File: src/checksummed_sentence_parser_macros.svh
// Assertion macros for the sentence parser core (csp_core).
`ifndef CHECKSUMMED_SENTENCE_PARSER_MACROS_SVH
`define CHECKSUMMED_SENTENCE_PARSER_MACROS_SVH

// Same-cycle implication, checked on every rising clock edge outside reset.
`define CSP_ASSERT_NOW(name, pre, post, msg) \
	name: assert property (@(posedge clk) disable iff (!arst_n) (pre) |-> (post)) \
		else $error(msg);

// Next-cycle implication, checked on every rising clock edge outside reset.
`define CSP_ASSERT_NEXT(name, pre, post, msg) \
	name: assert property (@(posedge clk) disable iff (!arst_n) (pre) |=> (post)) \
		else $error(msg);

`endif

File: src/csp_pkg.sv
// Shared constants and types of the checksummed sentence parser.
package csp_pkg;

	localparam int unsigned VAL_W = 32;
	localparam int unsigned BYTE_W = 8;
	localparam int unsigned STAT_W = 3;

	localparam logic [BYTE_W-1:0] MAX_PAYLOAD_RST = 8'd64;

	localparam logic [BYTE_W-1:0] CH_START = "$";
	localparam logic [BYTE_W-1:0] CH_STAR = "*";
	localparam logic [BYTE_W-1:0] CH_NL = 8'h0a;
	localparam logic [BYTE_W-1:0] CH_COMMA = ",";

	localparam logic [23:0] ID_CHA = "CHA";
	localparam logic [23:0] ID_HIT = "HIT";
	localparam logic [23:0] ID_DET = "DET";
	localparam logic [23:0] ID_COO = "COO";

	localparam logic [STAT_W-1:0] ST_WAITING = 3'd0;
	localparam logic [STAT_W-1:0] ST_GOOD = 3'd1;
	localparam logic [STAT_W-1:0] ST_FAIL = 3'd2;
	localparam logic [STAT_W-1:0] ST_CHA = 3'd3;
	localparam logic [STAT_W-1:0] ST_HIT = 3'd4;
	localparam logic [STAT_W-1:0] ST_DET = 3'd5;
	localparam logic [STAT_W-1:0] ST_COO = 3'd6;

	typedef struct packed {
		logic [STAT_W-1:0] status;
		logic [VAL_W-1:0]  value_one;
		logic [VAL_W-1:0]  value_two;
		logic [BYTE_W-1:0] value_three;
	} result_t;

endpackage

File: src/checksummed_sentence_parser.sv
// Top level of the checksummed sentence parser: channels, stage registers and configuration.
//
// Usage:
//   The in channel (in_valid/in_ready/in_byte) takes one character per item. Every
//   accepted item yields exactly one result on the out channel (out_valid/out_ready,
//   status, value_one, value_two, value_three), in order.
//   An accepted item sits in the input register until the result register is free or
//   being drained, is then parsed against the sentence state and lands in the result
//   register, which drives out_valid. Throughput is one item per cycle while the
//   receiver does not stall, set by the single pass from the input register through
//   the parse logic to the result register.
//   When the receiver stalls, the result register holds; the input register still
//   takes one more item, then in_ready drops until the result is taken.
//   The cfg channel (cfg_valid/cfg_ready/cfg_data) writes max_payload, the longest
//   payload accepted; cfg_ready is always high. Write it only while no item is in flight.
//   Reset (arst_n low) empties both registers, returns the parser to waiting for '$'
//   and sets max_payload to 64.
module checksummed_sentence_parser (
	input  logic                       clk,
	input  logic                       arst_n,
	input  logic                       in_valid,
	output logic                       in_ready,
	input  logic [csp_pkg::BYTE_W-1:0] in_byte,
	output logic                       out_valid,
	input  logic                       out_ready,
	output logic [csp_pkg::STAT_W-1:0] status,
	output logic [csp_pkg::VAL_W-1:0]  value_one,
	output logic [csp_pkg::VAL_W-1:0]  value_two,
	output logic [csp_pkg::BYTE_W-1:0] value_three,
	input  logic                       cfg_valid,
	output logic                       cfg_ready,
	input  logic [csp_pkg::BYTE_W-1:0] cfg_data
);
	import csp_pkg::*;

	logic              valid_s1;
	logic [BYTE_W-1:0] byte_s1;
	logic              valid_s2;
	result_t           res_s2;
	result_t           res;
	logic [BYTE_W-1:0] max_payload_q;
	logic              advance;

	// parse the held item once the result register is free or being drained
	assign advance = valid_s1 && (!valid_s2 || out_ready);
	assign in_ready = !valid_s1 || advance;
	assign cfg_ready = 1'b1;

	csp_core u_core (
		.clk         (clk),
		.arst_n      (arst_n),
		.en          (advance),
		.byte_s1     (byte_s1),
		.max_payload (max_payload_q),
		.res         (res)
	);

	always_ff @(posedge clk or negedge arst_n) begin
		if (!arst_n) begin
			valid_s1 <= 1'b0;
			valid_s2 <= 1'b0;
			max_payload_q <= MAX_PAYLOAD_RST;
		end else begin
			if (in_ready) begin
				valid_s1 <= in_valid;
			end
			if (advance) begin
				valid_s2 <= 1'b1;
			end else if (out_ready) begin
				valid_s2 <= 1'b0;
			end
			if (cfg_valid) begin
				max_payload_q <= cfg_data;
			end
		end
	end

	always_ff @(posedge clk) begin
		if (in_valid && in_ready) begin
			byte_s1 <= in_byte;
		end
		if (advance) begin
			res_s2 <= res;
		end
	end

	assign out_valid = valid_s2;
	assign status = res_s2.status;
	assign value_one = res_s2.value_one;
	assign value_two = res_s2.value_two;
	assign value_three = res_s2.value_three;

endmodule

File: src/csp_dec_acc.sv
// Saturating decimal accumulate: value * 10 + digit, clamped to all ones.
module csp_dec_acc (
	input  logic [csp_pkg::VAL_W-1:0] acc,
	input  logic [3:0]                digit,
	output logic [csp_pkg::VAL_W-1:0] acc_next
);
	import csp_pkg::*;

	logic [VAL_W+3:0] wide;

	// x10 as x8 + x2
	assign wide = {1'b0, acc, 3'b000} + {3'b000, acc, 1'b0} + {{VAL_W{1'b0}}, digit};
	assign acc_next = (wide[VAL_W+3:VAL_W] != 4'd0) ? {VAL_W{1'b1}} : wide[VAL_W-1:0];

endmodule

File: src/csp_core.sv
// Sentence state and the per-byte framing, checksum and token logic.
`include "checksummed_sentence_parser_macros.svh"

module csp_core (
	input  logic                       clk,
	input  logic                       arst_n,
	input  logic                       en,
	input  logic [csp_pkg::BYTE_W-1:0] byte_s1,
	input  logic [csp_pkg::BYTE_W-1:0] max_payload,
	output csp_pkg::result_t           res
);
	import csp_pkg::*;

	typedef enum logic [2:0] {
		PH_WAIT,
		PH_REC,
		PH_HEX1,
		PH_HEX2,
		PH_NL
	} phase_t;

	phase_t            phase_q, phase_d;
	logic [BYTE_W-1:0] cnt_q, cnt_d;
	logic [BYTE_W-1:0] xor_q, xor_d;
	logic [BYTE_W-1:0] sum_q, sum_d;
	logic [BYTE_W-1:0] id_q [3];
	logic [BYTE_W-1:0] id_d [3];
	logic [2:0]        tidx_q, tidx_d;
	logic [1:0]        flags_q, flags_d;
	logic [VAL_W-1:0]  tok_q [3];
	logic [VAL_W-1:0]  tok_d [3];

	logic [2:0]       tidx_new;
	logic [1:0]       k;
	logic             in_win;
	logic             is_digit;
	logic [VAL_W-1:0] acc_in;
	logic [VAL_W-1:0] acc_out;
	logic             hex_ok;
	logic [3:0]       hex_val;
	logic [1:0]       flags_v;
	logic [23:0]      id_word;

	// a non-comma byte outside a token opens the next token
	assign tidx_new = (!flags_q[0] && byte_s1 != CH_COMMA && tidx_q != 3'd7) ?
		tidx_q + 3'd1 : tidx_q;
	assign in_win = (tidx_new >= 3'd2) && (tidx_new <= 3'd4);
	assign k = 2'(tidx_new - 3'd2);
	assign is_digit = (byte_s1 >= "0") && (byte_s1 <= "9");
	assign id_word = {id_q[0], id_q[1], id_q[2]};

	always_comb begin
		case (k)
			2'd0: acc_in = tok_q[0];
			2'd1: acc_in = tok_q[1];
			2'd2: acc_in = tok_q[2];
			default: acc_in = '0;
		endcase
	end

	csp_dec_acc u_acc (
		.acc      (acc_in),
		.digit    (4'(byte_s1 - "0")),
		.acc_next (acc_out)
	);

	always_comb begin
		if (is_digit) begin
			hex_ok = 1'b1;
			hex_val = 4'(byte_s1 - "0");
		end else if (byte_s1 >= "a" && byte_s1 <= "f") begin
			hex_ok = 1'b1;
			hex_val = 4'(byte_s1 - 8'h57);
		end else begin
			hex_ok = 1'b0;
			hex_val = 4'd0;
		end
	end

	always_comb begin
		phase_d = phase_q;
		cnt_d = cnt_q;
		xor_d = xor_q;
		sum_d = sum_q;
		id_d = id_q;
		tidx_d = tidx_q;
		flags_d = flags_q;
		tok_d = tok_q;
		flags_v = flags_q;
		res = '0;
		res.status = ST_WAITING;
		case (phase_q)
			PH_WAIT: begin
				if (byte_s1 == CH_START) begin
					cnt_d = '0;
					xor_d = '0;
					sum_d = '0;
					id_d = '{default: '0};
					tidx_d = '0;
					flags_d = '0;
					tok_d = '{default: '0};
					phase_d = PH_REC;
					res.status = ST_GOOD;
				end
			end
			PH_REC: begin
				if (byte_s1 == CH_STAR) begin
					phase_d = PH_HEX1;
					res.status = ST_GOOD;
				end else if (cnt_q >= max_payload) begin
					phase_d = PH_WAIT;
					res.status = ST_FAIL;
				end else begin
					xor_d = xor_q ^ byte_s1;
					if (cnt_q < 8'd3) begin
						id_d[cnt_q[1:0]] = byte_s1;
					end
					cnt_d = cnt_q + 8'd1;
					if (byte_s1 == CH_COMMA) begin
						flags_d = 2'b00;
					end else begin
						tidx_d = tidx_new;
						if (!flags_q[0]) begin
							flags_v = 2'b01;
						end
						if (in_win && !flags_v[1]) begin
							if (is_digit) begin
								tok_d[k] = acc_out;
							end else begin
								// first non-digit closes the value
								flags_v[1] = 1'b1;
							end
						end
						flags_d = flags_v;
					end
					res.status = ST_GOOD;
				end
			end
			PH_HEX1: begin
				if (!hex_ok) begin
					phase_d = PH_WAIT;
					res.status = ST_FAIL;
				end else begin
					sum_d = {hex_val, 4'd0};
					phase_d = PH_HEX2;
					res.status = ST_GOOD;
				end
			end
			PH_HEX2: begin
				if (!hex_ok || (sum_q | {4'd0, hex_val}) != xor_q) begin
					phase_d = PH_WAIT;
					res.status = ST_FAIL;
				end else begin
					sum_d = sum_q | {4'd0, hex_val};
					phase_d = PH_NL;
					res.status = ST_GOOD;
				end
			end
			PH_NL: begin
				phase_d = PH_WAIT;
				res.status = ST_FAIL;
				if (byte_s1 == CH_NL) begin
					if (id_word == ID_CHA) begin
						res.status = ST_CHA;
						res.value_one = tok_q[0];
						res.value_two = tok_q[1];
					end else if (id_word == ID_HIT) begin
						res.status = ST_HIT;
						res.value_one = {24'd0, tok_q[0][7:0]};
						res.value_two = {24'd0, tok_q[1][7:0]};
						res.value_three = tok_q[2][7:0];
					end else if (id_word == ID_DET) begin
						res.status = ST_DET;
						res.value_one = tok_q[0];
						res.value_two = tok_q[1];
					end else if (id_word == ID_COO) begin
						res.status = ST_COO;
						res.value_one = {24'd0, tok_q[0][7:0]};
						res.value_two = {24'd0, tok_q[1][7:0]};
					end
				end
			end
			default: begin
				phase_d = PH_WAIT;
				res.status = ST_FAIL;
			end
		endcase
	end

	always_ff @(posedge clk or negedge arst_n) begin
		if (!arst_n) begin
			phase_q <= PH_WAIT;
			cnt_q <= '0;
			xor_q <= '0;
			sum_q <= '0;
			id_q <= '{default: '0};
			tidx_q <= '0;
			flags_q <= '0;
			tok_q <= '{default: '0};
		end else if (en) begin
			phase_q <= phase_d;
			cnt_q <= cnt_d;
			xor_q <= xor_d;
			sum_q <= sum_d;
			id_q <= id_d;
			tidx_q <= tidx_d;
			flags_q <= flags_d;
			tok_q <= tok_d;
		end
	end

	`CSP_ASSERT_NOW(a_wait_no_values, en && phase_q == PH_WAIT,
		res.value_one == '0 && res.value_two == '0 && res.value_three == '0,
		"values driven outside a completed sentence")
	`CSP_ASSERT_NOW(a_parsed_only_at_nl,
		en && (res.status == ST_CHA || res.status == ST_HIT ||
		res.status == ST_DET || res.status == ST_COO),
		phase_q == PH_NL, "parsed status outside newline phase")
	`CSP_ASSERT_NEXT(a_fail_returns_wait, en && res.status == ST_FAIL,
		phase_q == PH_WAIT, "failure did not return to waiting")
	`CSP_ASSERT_NOW(a_flags_ended_in_token, 1'b1, !(flags_q[1] && !flags_q[0]),
		"value-ended flag set outside a token")

endmodule

File: config.mk
export PLATFORM = sky130hd
export DESIGN_NAME = checksummed_sentence_parser
export DESIGN_NICKNAME = d
export VERILOG_FILES = /design/src/csp_pkg.sv /design/src/checksummed_sentence_parser.sv /design/src/csp_dec_acc.sv /design/src/csp_core.sv
export VERILOG_INCLUDE_DIRS = /design/src /design/src/src
export SDC_FILE = /design/constraint.sdc
export NUM_CORES = 1
export LEC_CHECK = 0
export BUFFER_PORTS_ARGS = -buffer_cell sky130_fd_sc_hd__buf_2
export CAP_MARGIN = 20
export CORE_MARGIN = 2
export CORE_UTILIZATION = 30
export DETAILED_ROUTE_END_ITERATION = 10
export HOLD_SLACK_MARGIN = 0.03
export PLACE_DENSITY = 0.53
export SLEW_MARGIN = 20
export SYNTH_ARGS = -nofsm -noshare
export SYNTH_HDL_FRONTEND = slang
export SYNTH_SLANG_ARGS = --single-unit
File: constraint.sdc
create_clock -name clk -period 12.9 [get_ports clk]
set_input_delay 1.29 -clock clk [delete_from_list [all_inputs] [get_ports clk]]
set_output_delay 1.29 -clock clk [all_outputs]
set_load 0.005 [all_outputs]
==> results by group, run 1 <==
Synth
  – Compound-Gate Fraction of Synth Area: 0.176
  – Most common cell in the netlist: nand2_1
  – Register area share after synthesis: 0.491
  – Post-Synth Adder-Cell Area: 0.0799
  – Synth Area in Simple Gates: 0.164
  – Synth Area per Inst: 10.3 µm²
  – Netlist Area Pre-Place: 13,300 µm²
  – Multiplexer share of the synthesized area: 0.0264
  – Largest family of logic cells by synthesized area: compound AO/OA/AOI/OAI gates
  – Top cell type's share of synthesized area: 0.302
  – Ys Warns: 0
  – XOR/XNOR share of the synthesized area: 0.0322
  – Dominant synthesized flop cell: dfrtp_1
  – Synthesized Nets: 1,404
  – Ys async rst share: 0.661
  – Most instantiated cells after synthesis: 202 x nand2_1, 161 x dfrtp_1, 83 x a22oi_1, 83 x edfxtp_1, 82 x ha_1
  – EDFF count, synth: 83
  – Cells after Synth: 1,299
  – Synth Register Bits: 245
  – Post-synth top area cell: dfrtp_1
  – Synth cell types: 72
  – Top area cells in the synthesized netlist: dfrtp_1 30%, edfxtp_1 19%, ha_1 7.7%, nand2_1 5.7%, a22oi_1 4.7%

Placed design
  – Dpl hpwl: 24.0 mm
  – Placed Cells: 1,934
  – GPL Wtd Cong: 0.848
  – Port Buffer Count: 97

STA
  – Fin crit share: 0.559
  – Final Critical Period: 7210 ps
  – Slew @ Worst Pin: 967 ps
  – Setup TNS: 0 ps
  – Max Transition Viols Final: 0
  – Highest clock rate: 139 MHz
  – Post-Route Skew: 14.5 ps
  – Rel. slew slack: 0.354
  – Endpoints failing setup: 0
  – Final Hold Viols: 0
  – Unrepaired setup endpoints after global routing: no

Final layout
  – Non-Filler Instances: 1,987
  – Fin util: 0.349
  – Ant diodes: 0
  – Ratio of cells with drive above 1 in the final layout: 0.128
  – Final net count: 1,478
  – Area grow syn2layout: 15.1%

Critical path
  – Worst Path Max Fanout: 34
  – Data arrival, critical path: 7590 ps
  – Reg2reg setup slack: 5690 ps
  – Crit. End Element: flip-flop
  – Critical Setup Path Class: reg2reg
  – CP endpoint: u_core.tok_q[35]
  – R2r worst-path depth: 20
  – Crit Reg-Reg Endpoint: u_core.tok_q[35]
  – Setup crit start kind: flip-flop
  – Worst EP required: 13,280 ps
  – Critical path origin: byte_s1[0]
  – R2R Path Start: byte_s1[0]

Floorplanning
  – Die Area: 46,200 µm²
  – Die width: 215 µm
  – DIE HEIGHT: 215 µm
  – Row Count: 77
  – Ports: 99
  – Core Box Area: 44,000 µm²
  – Starting Density: 0.303

Detailed routing
  – Drt drc: 0
  – Vias per cell: 5.18
  – Vias: 10.3k
  – Avg WL per Cell: 18.1 µm
  – Starting DRC count in detailed routing: 643
  – Routed WL: 35.9 mm
  – Detail Route Antenna Nets: 0
  – Pre-Repair DR Iteration Count: 5

Global routing
  – Vias in the first global route: 10.1k
  – Largest net degree at the start of global routing: 98
  – GR Overflow Total: 0
  – First-pass GRT wire length: 57.3 mm
  – Number of antenna violations at the first check in global routing: 1
  – Total GRT Usage: 0.154

Status
  – Status: finished clean

Clock network
  – CTS tree: done
  – Clock latency on the worst-skew pair: 560 ps
  – Root buffer cell: clkbuf_16
  – Cts hold-fix bufs: 0
  – Clock transition at the registers of the reported paths: 60 ps
  – CTS sink count: 245
  – Total CTS buffers: 29
  – H-tree Lvls: 1
  – Post-CTS Setup Repair Bufs: 0
  – Clk buf depth: 3
  – PostCTS Resize Cnt: 0

Hold path
  – Hold crit path type: reg2reg

Pwr
  – Pwr Density: 144 nW/µm²
  – Power, Total: 0.00221 W
  – Leakage: 7.20 nW
  – VDD IR max: 108 µV

Flow run
  – Max_cap viols: 0
-- flip-flops by register name (all words and copies together), names as in the netlist, 8 cells and up --
register / cells
u_core.cnt_q: 8
u_core.sum_q: 8
value_one: 32
u_core.tok_q: 96
u_core.xor_q: 8
value_three: 8
max_payload_q: 8
byte_s1: 8
u_core.id_q: 24
value_two: 32
-- report_power, final --
group	leakage, nW	total (W)	switching, W	internal (W)
registers	3.04	0.000948	0.0000660	0.000882
clock network	0.466	0.000823	0.000333	0.000490
logic	3.69	0.000441	0.000278	0.000163
-- metal layers --
layer  share of wire  routed length, µm  vias up  global-route usage
met5         0.00036                 13        -                   0
met4           0.025                901        2              0.0495
met3           0.051               1820       65              0.0215
met2            0.43              15600      284               0.234
met1            0.49              17500     5061               0.225
li1                -                  -     4877                   -
-- logic make-up (layout without fill, tap and decap cells) --
kind of cell | after synthesis | after routing
compound gates | 344 | 344
mux | 35 | 35
other cells | 1 | 1
simple gates | 445 | 445
xor+xnor | 49 | 49
fa+ha+maj | 84 | 84
flops | 245 | 245
buf+inv | 96 | 192
-- through the flow --
step           worst slack [ps]  instance area (µm²)  hold WS, ps
2_1_floorplan              6800                13300          449
3_3_place_gp               5930                14400          473
3_5_place_dp               5740                14400          476
4_1_cts                    5700                15400          499
5_1_grt                    5130                15400          521
6_report                   5690                15400          501
-- layout by cell type (no fill, tap or decap), types with 6 or more instances in the layout --
cell type	count
edfxtp_1	83
buf_2	96
nand2b_1	10
nor2_1	55
ha_1	82
and3_1	8
inv_1	31
nand3_1	14
clkbuf_1	7
and2_1	80
dfrtp_1	161
buf_4	10
clkinv_2	6
xor2_1	23
mux2i_1	32
nor3_1	13
clkbuf_16	29
o211ai_1	28
o21ai_0	71
a22oi_1	83
a211oi_1	11
nand4_1	13
a21o_1	13
xnor2_1	25
or3_1	8
a21oi_1	55
a22o_1	32
nand2_1	202
nor2b_1	7
-- how the worst min path moves through the flow --
| stage | endpoint | cells past startpoint | startpoint | slack [ps] |
|---|---|---|---|---|
| 2_1_floorplan | u_core.sum_q[0] | 2 | u_core.sum_q[0] | 450 |
| 3_3_place_gp | u_core.sum_q[0] | 2 | u_core.sum_q[0] | 470 |
| 3_5_place_dp | u_core.sum_q[0] | 2 | u_core.sum_q[0] | 480 |
| 4_1_cts | u_core.sum_q[0] | 2 | u_core.sum_q[0] | 500 |
| 5_1_grt | out_valid | 1 | valid_s1 | 520 |
| 6_report | u_core.sum_q[0] | 2 | u_core.sum_q[0] | 500 |
-- worst max-delay path: stages, from the launching register on --
cell       delay, ps
edfxtp_1         600
inv_1            170
ha_1             230
and4bb_4         220
a311oi_4         800
xor2_4           160
buf_4            570
mux2i_1          150
o21ai_0          240
inv_1             90
fa_1             490
fa_1             460
nand2b_1         170
a21oi_1          180
o211ai_1         200
a211o_1          360
a2111oi_0        620
o211a_1          240
o2111ai_2        160
nand2_2          690
o211ai_1         210
-- final cells by class --
cell class,count,area (µm²)
Fill cell,4448,28700
Sequential cell,245,6550
Multi-Input combinational cell,958,6440
Clock buffer,39,793
Tap cell,592,741
Timing Repair Buffer,107,567
Clock inverter,14,154
Inverter,32,121
(Power assumes the default switching activity.)
==> run 2: changes to the inputs <==
Settings changed: ABC_AREA set to 1, PLACE_DENSITY 0.53 to 0.54.
Clock period 12.9 ns to 6.3 ns, I/O delays scaled along.
==> results by group, run 2 <==
Synth
  – Multiplexer share of the synthesized area: 0.00153
  – Most instantiated cells after synthesis: 674 x nand2_1, 206 x inv_1, 161 x dfrtp_1
  – Top cell type's share of synthesized area: 0.290
  – Register area share after synthesis: 0.472
  – EDFF count, synth: 83
  – Ys async rst share: 0.661
  – Synth Register Bits: 245
  – Most common cell in the netlist: nand2_1
  – Synth Area in Simple Gates: 0.282
  – Compound-Gate Fraction of Synth Area: 0.0644
  – Ys Warns: 0
  – Post-synth top area cell: dfrtp_1
  – Synth cell types: 50
  – Synth Area per Inst: 8.08 µm²
  – Synthesized Nets: 1,822
  – Cells after Synth: 1,717
  – Top area cells in the synthesized netlist: dfrtp_1 29%, nand2_1 18%, edfxtp_1 18%, ha_1 7.4%, inv_1 5.6%
  – XOR/XNOR share of the synthesized area: 0.0221
  – Dominant synthesized flop cell: dfrtp_1
  – Netlist Area Pre-Place: 13,900 µm²
  – Post-Synth Adder-Cell Area: 0.0768
  – Largest family of logic cells by synthesized area: simple AND/OR/NAND/NOR gates

Critical path
  – Crit-path slowest cell: edfxtp_1
  – R2R Path Start: byte_s1[0]
  – Setup crit start kind: flip-flop
  – Cell mode on critical path: nand2_1
  – Buf+Inv Stages, Crit Path: 5
  – Worst EP required: 6760 ps
  – Levels on crit path: 30
  – Critical Setup Path Class: reg2reg
  – R2r worst-path depth: 30
  – Worst stage delay on the critical path: 510 ps
  – Critical path's top delay family: simple AND/OR/NAND/NOR gates
  – Crit. End Element: flip-flop
  – Critical path origin: byte_s1[0]
  – Worst Path Max Fanout: 20
  – Data arrival, critical path: 6020 ps

Pwr
  – Clk pwr share: 0.374
  – Sw frac: 0.343
  – Pwr Density: 344 nW/µm²
  – Leakage: 8.08 nW
  – Flop pwr share: 0.372
  – Gate power share: 0.255
  – Internal power component: 0.00364 W
  – VDD IR max: 231 µV
  – Power, Total: 0.00554 W
  – Switch Pwr: 0.00190 W

Final layout
  – Most frequent cells in the layout: 674 x nand2_1, 205 x inv_1, 161 x dfrtp_1, 146 x nor2_1, 96 x buf_2
  – Ratio of cells with drive above 1 in the final layout: 0.104
  – Commonest non-fill, non-tap cell in the layout: nand2_1
  – Ant diodes: 0
  – Final net count: 1,921
  – Area grow syn2layout: 15.9%
  – Max reg flops: 96
  – Biggest register: u_core.tok_q

STA
  – Setup TNS: 0 ps
  – Max Transition Viols Final: 0
  – Fin crit share: 0.882
  – Unrepaired setup endpoints after global routing: no
  – Rel. slew slack: 0.328
  – Highest clock rate: 180 MHz
  – Final Critical Period: 5560 ps
  – Post-Route Skew: 19.2 ps
  – Slew @ Worst Pin: 1010 ps
  – Endpoints failing setup: 0
  – Hold WS: 165 ps
  – Final Hold Viols: 0

Placed design
  – Dpl hpwl: 26.1 mm
  – Port Buffer Count: 97
  – GPL Wtd Cong: 0.890

Clock network
  – Clock transition at the registers of the reported paths: 60 ps
  – Total CTS buffers: 31
  – PostCTS Resize Cnt: 0
  – Clock latency on the worst-skew pair: 580 ps
  – Root buffer cell: clkbuf_16
  – Cts hold-fix bufs: 0
  – Clk buf depth: 3
  – CTS sink count: 245
  – H-tree Lvls: 1
  – CTS tree: done
  – Post-CTS Setup Repair Bufs: 0

Global routing
  – Total GRT Usage: 0.155
  – Number of antenna violations at the first check in global routing: 0
  – GR Overflow Total: 0
  – First-pass GRT wire length: 59.6 mm
  – Vias in the first global route: 11.4k
  – Largest net degree at the start of global routing: 98

Hold path
  – Hold crit path type: in2async

Detailed routing
  – Avg WL per Cell: 14.9 µm
  – Starting DRC count in detailed routing: 625
  – Vias per cell: 4.60
  – Detail Route Antenna Nets: 0
  – Drt drc: 0
  – Routed WL: 36.5 mm
  – Pre-Repair DR Iteration Count: 5
  – Vias: 11.2k

Floorplanning
  – Die Area: 48,000 µm²
  – Core Box Area: 45,500 µm²
  – Row Count: 78
  – Starting Density: 0.305
  – DIE HEIGHT: 219 µm
  – Die width: 219 µm
  – Ports: 99

Flow run
  – Max_cap viols: 0

Status
  – Status: finished clean
run 2: cell count changes in the layout (fill, tap and decap cells not counted), moves of 15 or more:
cell	delta
and2_1	-79
a22oi_1	-83
nor2_1	+91
o221ai_1	+29
mux2i_1	-31
inv_1	+174
nand3_1	+37
o211ai_1	-28
o21ai_0	-43
a22o_1	-32
nor3_1	+15
nand2_1	+472
run 2: routing by layer:
layer,vias to the layer above,GRT usage,share of wire
li1,5682,-,-
met1,5291,0.207,0.46
met2,190,0.262,0.47
met3,60,0.0218,0.040
met4,0,0.0399,0.021
met5,-,0,0
run 2: power groups by stage:
stage	Combinational [W]	Sequential (W)	Clock, W
6_report	0.00141	0.00206	0.00207
5_1_grt	0.00159	0.00209	0.00219
4_1_cts	0.00144	0.00206	0.00212
3_5_place_dp	0.00143	0.00209	0
3_3_place_gp	0.00141	0.00208	0
2_1_floorplan	0.00101	0.00205	0
run 2: area by class of cell:
type | count | area [µm²]
fill | 4811 | 29400
tap | 600 | 751
timing repair buffer | 108 | 574
inverter | 211 | 796
clock inverter | 19 | 337
sequential | 245 | 6550
multi-input combinational | 1219 | 6210
clock buffer | 39 | 868
run 2: final timing paths:
check | end | slack (ps)
max | u_core.tok_q[39] | 740
min | out_valid | 170
max reg2reg | u_core.tok_q[39] | 740
min reg2reg | u_core.id_q[14] | 470
max in group asynchronous | u_core.tok_q[47] | 4790
min in group clk | byte_s1[3] | 230
run 2: cell families (layout without fill, tap and decap cells):
kind of cell,after synthesis,count (layout)
flip-flops,245,245
XOR/XNOR,35,35
AO/OA/AOI/OAI,142,142
adder cells (fa/ha/maj),84,84
AND/OR/NAND/NOR,955,955
buffers and inverters,253,377
multiplexers,2,2
other,1,1
run 2: stage by stage:
step / instances / area (µm²) / worst slack (ps) / util
floorplan: 1717 / 13900 / 1790 / -
global placement: 2383 / 14900 / 867 / 0.327
detailed placement: 2383 / 14900 / 674 / 0.327
CTS: 2441 / 16100 / 673 / 0.354
global route: 2441 / 16100 / 86.9 / 0.354
finish: 2441 / 16100 / 743 / 0.354
